[src/sv/perfect_power_classifier_core_assert.svh]
// Assertion macros used by the perfect power classifier controller.
`ifndef PERFECT_POWER_CLASSIFIER_CORE_ASSERT_SVH
`define PERFECT_POWER_CLASSIFIER_CORE_ASSERT_SVH

// Same-cycle implication, checked outside reset.
`define PPC_ASSERT_IMP(label, ante, cons, msg) \
    label: assert property (@(posedge i_clk) disable iff (!i_rst_n) \
        (ante) |-> (cons)) else $error(msg);

// Next-cycle implication, checked outside reset.
`define PPC_ASSERT_NXT(label, ante, cons, msg) \
    label: assert property (@(posedge i_clk) disable iff (!i_rst_n) \
        (ante) |=> (cons)) else $error(msg);

`endif

[src/sv/ppc_pkg.sv]
// Shared constants and controller/datapath interface types for the classifier.
package ppc_pkg;

    localparam int VALUE_W = 32;               // input value width
    localparam int ROOT_W  = VALUE_W / 2;      // floor(sqrt) fits here
    localparam int RANGE_W = ROOT_W + 1;       // search bounds may reach 2^ROOT_W
    localparam int PROD_W  = VALUE_W + ROOT_W; // acc * base, no wrap
    localparam int BIT_W   = $clog2(ROOT_W);   // sqrt bit index
    localparam int CNT_W   = 5;                // exponent count register
    localparam int MASK_W  = 31;               // result mask width
    localparam int MCNT_W  = CNT_W + 1;        // multiply counter, up to 31

    localparam logic [CNT_W-1:0] CFG_RESET = CNT_W'(4);

    // Commands from controller to datapath
    typedef struct packed {
        logic load;        // capture request, clear mask and sqrt state
        logic sqrt_step;   // one bit of the integer square root
        logic search_init; // lo = 1, hi = root
        logic mid_calc;    // mid = midpoint, acc = 1, clear multiply count
        logic mul_acc;     // acc = acc * mid
        logic go_hi;       // hi = mid - 1
        logic go_lo;       // lo = mid + 1
        logic set_match;   // set mask bit for current exponent
        logic next_exp;    // advance to next exponent
        logic out_load;    // move mask into output register
    } t_cmd;

    // Status from datapath to controller
    typedef struct packed {
        logic count_zero;  // no exponent to test
        logic sqrt_last;   // final sqrt bit in progress
        logic range_ok;    // hi >= lo
        logic prod_gt;     // product exceeds value
        logic prod_eq;     // product equals value
        logic mul_last;    // this multiply completes mid^e
        logic exp_last;    // current exponent is the last one
    } t_sts;

endpackage

[src/sv/perfect_power_classifier_core.sv]
// Top level: controller FSM and shared-multiplier datapath of the perfect power classifier.
// Sequence: integer square root, then for each exponent e a binary search over 1..root,
//   each step (16 max) a range check and up to e multiplies; a zero count skips to done.
// Throughput: one request at a time; the input stalls until the result is in the output
//   register, which may wait on the receiver. Reset (sync, active low): idle, no valid, count 4.
module perfect_power_classifier_core (
    input  logic                        i_clk,
    input  logic                        i_rst_n,
    input  logic                        i_cfg_wr_en,
    input  logic [ppc_pkg::CNT_W-1:0]   i_cfg_wr_data,
    input  logic                        i_in_valid,
    output logic                        o_in_stall,
    input  logic [ppc_pkg::VALUE_W-1:0] i_value,
    output logic                        o_out_valid,
    input  logic                        i_out_stall,
    output logic [ppc_pkg::MASK_W-1:0]  o_power_mask
);
    import ppc_pkg::*;

    t_cmd w_cmd;
    t_sts w_sts;

    ppc_ctrl u_ctrl (
        .i_clk       (i_clk),
        .i_rst_n     (i_rst_n),
        .i_in_valid  (i_in_valid),
        .o_in_stall  (o_in_stall),
        .o_out_valid (o_out_valid),
        .i_out_stall (i_out_stall),
        .i_sts       (w_sts),
        .o_cmd       (w_cmd)
    );

    ppc_dpath u_dpath (
        .i_clk         (i_clk),
        .i_rst_n       (i_rst_n),
        .i_cfg_wr_en   (i_cfg_wr_en),
        .i_cfg_wr_data (i_cfg_wr_data),
        .i_value       (i_value),
        .i_cmd         (w_cmd),
        .o_sts         (w_sts),
        .o_power_mask  (o_power_mask)
    );

endmodule

[src/sv/ppc_dpath.sv]
// Datapath: config register, square root, binary search and power unit.
module ppc_dpath (
    input  logic                         i_clk,
    input  logic                         i_rst_n,
    input  logic                         i_cfg_wr_en,
    input  logic [ppc_pkg::CNT_W-1:0]    i_cfg_wr_data,
    input  logic [ppc_pkg::VALUE_W-1:0]  i_value,
    input  ppc_pkg::t_cmd                i_cmd,
    output ppc_pkg::t_sts                o_sts,
    output logic [ppc_pkg::MASK_W-1:0]   o_power_mask
);
    import ppc_pkg::*;

    logic [CNT_W-1:0]   r_cfg;
    logic [VALUE_W-1:0] r_value;
    logic [ROOT_W-1:0]  r_root,  n_root;
    logic [BIT_W-1:0]   r_bit;
    logic [RANGE_W-1:0] r_lo,    r_hi;
    logic [ROOT_W-1:0]  r_mid;
    logic [VALUE_W-1:0] r_acc;
    logic [MCNT_W-1:0]  r_mcnt;
    logic [CNT_W-1:0]   r_k;
    logic [MASK_W-1:0]  r_mask;
    logic [MASK_W-1:0]  r_omask;

    logic [ROOT_W-1:0]  w_cand;
    logic [VALUE_W-1:0] w_op_a;
    logic [ROOT_W-1:0]  w_op_b;
    logic [PROD_W-1:0]  w_prod;
    logic [PROD_W-1:0]  w_value_ext;
    logic [RANGE_W-1:0] w_mid_wide;

    // Config register, to be written only while idle; the user must keep to this, the block does not enforce it
    always_ff @(posedge i_clk) begin
        if (!i_rst_n) begin
            r_cfg <= CFG_RESET;
        end else if (i_cfg_wr_en) begin
            r_cfg <= i_cfg_wr_data;
        end
    end

    // Shared multiplier: cand*cand during sqrt, acc*mid during power
    assign w_cand = r_root | (ROOT_W'(1) << r_bit);

    always_comb begin
        if (i_cmd.sqrt_step) begin
            w_op_a = VALUE_W'(w_cand);
            w_op_b = w_cand;
        end else begin
            w_op_a = r_acc;
            w_op_b = r_mid;
        end
    end

    assign w_prod      = PROD_W'(w_op_a) * PROD_W'(w_op_b);
    assign w_value_ext = PROD_W'(r_value);

    // Midpoint of the search range
    assign w_mid_wide = r_lo + ((r_hi - r_lo) >> 1);

    always_comb begin
        n_root = r_root;
        if (w_prod <= w_value_ext) begin
            n_root = w_cand;
        end
    end

    // Datapath registers
    always_ff @(posedge i_clk) begin
        if (i_cmd.load) begin
            r_value <= i_value;
            r_root  <= '0;
            r_bit   <= BIT_W'(ROOT_W - 1);
            r_k     <= '0;
            r_mask  <= '0;
        end
        if (i_cmd.sqrt_step) begin
            r_root <= n_root;
            r_bit  <= r_bit - BIT_W'(1);
        end
        if (i_cmd.search_init) begin
            r_lo <= RANGE_W'(1);
            r_hi <= RANGE_W'(r_root);
        end
        if (i_cmd.mid_calc) begin
            r_mid  <= w_mid_wide[ROOT_W-1:0];
            r_acc  <= VALUE_W'(1);
            r_mcnt <= '0;
        end
        if (i_cmd.mul_acc) begin
            r_acc  <= w_prod[VALUE_W-1:0];
            r_mcnt <= r_mcnt + MCNT_W'(1);
        end
        if (i_cmd.go_hi) begin
            r_hi <= RANGE_W'(r_mid) - RANGE_W'(1);
        end
        if (i_cmd.go_lo) begin
            r_lo <= RANGE_W'(r_mid) + RANGE_W'(1);
        end
        if (i_cmd.set_match) begin
            r_mask[r_k] <= 1'b1;
        end
        if (i_cmd.next_exp) begin
            r_k <= r_k + CNT_W'(1);
        end
        if (i_cmd.out_load) begin
            r_omask <= r_mask;
        end
    end

    // Status back to the controller
    assign o_sts.count_zero = (r_cfg == '0);
    assign o_sts.sqrt_last  = (r_bit == '0);
    assign o_sts.range_ok   = (r_hi >= r_lo);
    assign o_sts.prod_gt    = (w_prod > w_value_ext);
    assign o_sts.prod_eq    = (w_prod == w_value_ext);
    assign o_sts.mul_last   = (r_mcnt == (MCNT_W'(r_k) + MCNT_W'(1)));
    assign o_sts.exp_last   = ((MCNT_W'(r_k) + MCNT_W'(1)) == MCNT_W'(r_cfg));

    assign o_power_mask = r_omask;

endmodule

[src/sv/ppc_ctrl.sv]
// Controller: sequences sqrt, per-exponent binary search and result handoff.
`include "perfect_power_classifier_core_assert.svh"

module ppc_ctrl (
    input  logic          i_clk,
    input  logic          i_rst_n,
    input  logic          i_in_valid,
    output logic          o_in_stall,
    output logic          o_out_valid,
    input  logic          i_out_stall,
    input  ppc_pkg::t_sts i_sts,
    output ppc_pkg::t_cmd o_cmd
);
    import ppc_pkg::*;

    localparam logic [2:0] S_IDLE  = 3'd0;
    localparam logic [2:0] S_SQRT  = 3'd1;
    localparam logic [2:0] S_SINIT = 3'd2;
    localparam logic [2:0] S_CHECK = 3'd3;
    localparam logic [2:0] S_MUL   = 3'd4;
    localparam logic [2:0] S_NEXT  = 3'd5;
    localparam logic [2:0] S_DONE  = 3'd6;

    logic [2:0] r_state, n_state;
    logic       r_ovalid, n_ovalid;

    // Next state and commands
    always_comb begin
        n_state  = r_state;
        n_ovalid = r_ovalid & i_out_stall;
        o_cmd    = '0;
        unique case (r_state)
            S_IDLE: begin
                if (i_in_valid) begin
                    o_cmd.load = 1'b1;
                    n_state    = i_sts.count_zero ? S_DONE : S_SQRT;
                end
            end
            S_SQRT: begin
                o_cmd.sqrt_step = 1'b1;
                if (i_sts.sqrt_last) begin
                    n_state = S_SINIT;
                end
            end
            S_SINIT: begin
                o_cmd.search_init = 1'b1;
                n_state           = S_CHECK;
            end
            S_CHECK: begin
                if (i_sts.range_ok) begin
                    o_cmd.mid_calc = 1'b1;
                    n_state        = S_MUL;
                end else begin
                    n_state = S_NEXT;
                end
            end
            S_MUL: begin
                // overflow or too large ends this try early
                priority if (i_sts.prod_gt) begin
                    o_cmd.go_hi = 1'b1;
                    n_state     = S_CHECK;
                end else if (i_sts.mul_last) begin
                    if (i_sts.prod_eq) begin
                        o_cmd.set_match = 1'b1;
                        n_state         = S_NEXT;
                    end else begin
                        o_cmd.go_lo = 1'b1;
                        n_state     = S_CHECK;
                    end
                end else begin
                    o_cmd.mul_acc = 1'b1;
                end
            end
            S_NEXT: begin
                if (i_sts.exp_last) begin
                    n_state = S_DONE;
                end else begin
                    o_cmd.next_exp = 1'b1;
                    n_state        = S_SINIT;
                end
            end
            S_DONE: begin
                // wait for the output register to free up
                if (!r_ovalid || !i_out_stall) begin
                    o_cmd.out_load = 1'b1;
                    n_ovalid       = 1'b1;
                    n_state        = S_IDLE;
                end
            end
            default: begin
                n_state = S_IDLE;
            end
        endcase
    end

    always_ff @(posedge i_clk) begin
        if (!i_rst_n) begin
            r_state  <= S_IDLE;
            r_ovalid <= 1'b0;
        end else begin
            r_state  <= n_state;
            r_ovalid <= n_ovalid;
        end
    end

    assign o_in_stall  = (r_state != S_IDLE);
    assign o_out_valid = r_ovalid;

    // Checks
    `PPC_ASSERT_NXT(a_accept_starts, i_in_valid && (r_state == S_IDLE), r_state != S_IDLE, "request accepted but controller stayed idle")
    `PPC_ASSERT_NXT(a_done_holds, (r_state == S_DONE) && r_ovalid && i_out_stall, (r_state == S_DONE) && r_ovalid, "result dropped while output stalled")
    `PPC_ASSERT_IMP(a_valid_from_done, $rose(r_ovalid), $past(r_state) == S_DONE, "result valid raised outside done state")

endmodule

[config.mk]
export PLATFORM = sky130hd
export DESIGN_NAME = perfect_power_classifier_core
export DESIGN_NICKNAME = d
export VERILOG_FILES = /design/src/sv/ppc_pkg.sv /design/src/sv/perfect_power_classifier_core.sv /design/src/sv/ppc_dpath.sv /design/src/sv/ppc_ctrl.sv
export VERILOG_INCLUDE_DIRS = /design/src /design/src/sv
export SDC_FILE = /design/constraint.sdc
export NUM_CORES = 2
export LEC_CHECK = 0
export ABC_AREA = 1
export BUFFER_PORTS_ARGS = -buffer_cell sky130_fd_sc_hd__buf_2
export CORE_ASPECT_RATIO = 0.6
export CORE_UTILIZATION = 40
export CTS_CLUSTER_SIZE = 24
export DETAILED_ROUTE_END_ITERATION = 8
export PLACE_DENSITY_LB_ADDON = 0.15
export SYNTH_ARGS = -nofsm -noshare
export SYNTH_HDL_FRONTEND = slang
export SYNTH_SLANG_ARGS = --single-unit
[constraint.sdc]
create_clock -name i_clk -period 27.9 [get_ports i_clk]
set_clock_uncertainty 0.15 [all_clocks]
set_input_delay 6.975 -clock i_clk [delete_from_list [all_inputs] [get_ports i_clk]]
set_output_delay 6.975 -clock i_clk [all_outputs]
set_load 0.05 [all_outputs]
==> flow_metrics.env <==
export IMPL_post_cts_repair_setup_buffers=0
export IMPL_synth_async_reset_ratio_pct=0
export IMPL_period_minus_slack_ps=11330
export IMPL_die_y_um=209
export IMPL_cts_buffer_depth=3
export IMPL_fin_nets=4280
export IMPL_grt_max_degree=64
export IMPL_area_growth_pct=7.74
export IMPL_ys_seq_area_share_pct=21.4
export IMPL_crit_slowest_cell="a21oi_1"
export IMPL_yosys_mux_area_fraction_pct=0
export IMPL_cts_sinks=216
export IMPL_row_count=75
export IMPL_yosys_warnings=0
export IMPL_io_buffers=74
export IMPL_endpoint_kind="flop"
export IMPL_clockRootBuffer="clkbuf_16"
export IMPL_clk_pin_slew_ps=70
export IMPL_min_path_type="flop to flop"
export IMPL_syn_nets=4235
export IMPL_synth_fa_ha_area_share_pct=38.1
export IMPL_grt_pass1_wl_um=145000
export IMPL_htreeDepth=1
export IMPL_max_stage_delay_ps=880
export IMPL_drt_antenna_violating_nets=0
export IMPL_cp_arrival_ps=11350
export IMPL_synthTopCellsByCount="nand2_1, inv_1, fa_1, nor2_1, ha_1"
export IMPL_first_pass_iters=6
export IMPL_wl_um=94800
export IMPL_synth_simple_area_share_pct=20.0
export IMPL_avgSynthCellArea_um2=7.97
export IMPL_startpoint_type="flop"
export IMPL_drt_iter0_drc=2823
export IMPL_wl_per_cell_um=20.8
export IMPL_synth_edff_count=176
export IMPL_io_pin_count=75
export IMPL_netlist_area_um2=28500
export IMPL_setup_tns_ps=0
export IMPL_vias=22937
export IMPL_grt_ovfl_total=0
export IMPL_slew_headroom_pct=25.4
export IMPL_synthCells=3577
export IMPL_synth_seq_cells=216
export IMPL_yosysTopAreaCell="fa_1"
export IMPL_die_w_um=347
export IMPL_cp_required_ps=27920
export IMPL_synth_area_top_cells="fa_1, edfxtp_1, nand2_1, inv_1, ha_1"
export IMPL_synth_compound_area_share_pct=4.82
export IMPL_synth_distinct_cells=48
export IMPL_cts_buffers=24
export IMPL_grt_pass1_vias=22303
export IMPL_maxCapViolCount=0
export IMPL_timing_final_crit_share_pct=40.6
export IMPL_worst_pin_slew_ps=1120
export IMPL_cts_resized=0
export IMPL_yosysMostFrequentCell="nand2_1"
export IMPL_core_area_um2=70200
export IMPL_start_util_pct=40.6
export IMPL_fin_area_um2=30700
export IMPL_clkLatencyLatePin_ps=570
export IMPL_grt_setup_unrepaired="no"
export IMPL_dieArea_um2=72400
export IMPL_fmax_ghz=0.0883
export IMPL_worstSetupPathType="flop to flop"
export IMPL_maxSlewViolCount=0
export IMPL_postLayoutCoreUtil_pct=43.8
export IMPL_diodes=0
export IMPL_synth_top_family_by_area="adder cells"
export IMPL_cp_max_fo=63
export IMPL_grt_usage_pct=26.9
export IMPL_synth_top_area_share_pct=29.5
export IMPL_setup_viol=0
export IMPL_status="complete, no violations"
export IMPL_ys_flop_type="edfxtp_1"
export IMPL_synth_xor_xnor_area_share_pct=2.52
export IMPL_avgViaCountPerCell=5.03
export IMPL_place_area_um2=29900
export IMPL_ctsHoldBuffers=0
export IMPL_hold_viol=0
export IMPL_drc=0
export IMPL_cts_tree="built"
export IMPL_drive_gt1_share_pct=5.44
export IMPL_dp_hpwl_um=79400
export IMPL_gp_congestion=0.981
export IMPL_cp_common_cell="inv_1"
export IMPL_antenna_found_initial=1
-- layout by cell type (no fill, tap or decap), types with 3 or more instances in the layout --
master	count
clkinv_4	5
a31o_2	3
dfxtp_1	40
a21oi_2	6
nor2_4	4
nand2_1	978
nor3_1	31
nand2_2	13
nand3b_1	9
buf_2	74
clkinv_1	12
o21bai_1	6
nand4_1	21
edfxtp_1	176
o21ai_0	76
ha_1	196
nand3_2	3
o21ai_1	21
xor2_1	63
clkinv_2	5
nor4_1	5
o211ai_1	5
clkbuf_16	27
a31oi_1	7
nor2_1	270
a21oi_1	107
inv_2	5
o31ai_1	4
fa_1	420
nand3_1	65
a21o_1	4
inv_1	892
xnor2_1	19
buf_4	27
nor2_2	16
-- cell type report --
type,count,area [µm²]
well taps,924,1160
flip-flops and latches,216,6090
repair buffers,101,573
multi-input cells,2371,18700
clock buffers,30,697
fillers,7177,39500
inverters,908,3410
clock inverters,14,97.6
-- critical path, delay by kind of cell (launching register included) --
family                   cells  cell delay [ps]
AND/OR/NAND/NOR             14             2340
AO/OA/AOI/OAI                5             1860
flip-flops                   1              340
buffers and inverters       12             1920
adder cells (fa/ha/maj)      8             3910
XOR/XNOR                     1              350
-- flip-flops by register name, summed over array words and instances, names as in the netlist --
signal and flops:
u_ctrl.r_state 3, u_ctrl.o_out_valid 1, u_dpath.r_k 5, u_dpath.r_bit 4, u_dpath.r_mid 16, u_dpath.r_hi 17
u_dpath.r_root 16, u_dpath.o_power_mask 31, u_dpath.r_mask 31, u_dpath.r_cfg 5, u_dpath.r_value 32, u_dpath.r_mcnt 6
u_dpath.r_acc 32, u_dpath.r_lo 17
-- kinds of logic (layout without fill, tap and decap cells) --
logic type,after synthesis,after routing
fa+ha+maj,616,616
simple gates,1423,1423
buf+inv,990,1053
compound gates,250,250
flops,216,216
xor+xnor,82,82
-- per-layer routing --
| metal | up-vias | wire length, µm | global-route usage [%] |
|---|---|---|---|
| met2 | 1090 | 32100 | 31.7 |
| met1 | 11052 | 48900 | 46.0 |
| met4 | 2 | 890 | 2.82 |
| li1 | 10723 | - | - |
| met3 | 70 | 12900 | 9.25 |
| met5 | - | 12 | 0 |
-- stage by stage --
step,std cells,setup WS (ps),hold WS (ps)
2_1_floorplan,3577,17520,259
3_3_place_gp,4520,16960,267
3_5_place_dp,4520,16790,265
4_1_cts,4564,16760,283
5_1_grt,4564,16040,290
6_report,4564,16570,283
-- worst paths after layout --
path,start,end,slack [ps],cells past startpoint
max,u_ctrl.r_state[0]$_SDFFE_PN0P_,u_dpath.r_lo[2]$_SDFFCE_PN0P_,16570,40
min,u_dpath.r_mask[29]$_DFF_P_,u_dpath.o_power_mask[29]$_DFFE_PP_,280,0
max reg2reg,u_ctrl.r_state[0]$_SDFFE_PN0P_,u_dpath.r_lo[2]$_SDFFCE_PN0P_,16570,40
min reg2reg,u_dpath.r_mask[29]$_DFF_P_,u_dpath.o_power_mask[29]$_DFFE_PP_,280,0
Power is left out: the tool's default activity adds up to more than one toggle a clock period on the data nets, which glitch-free logic cannot reach.
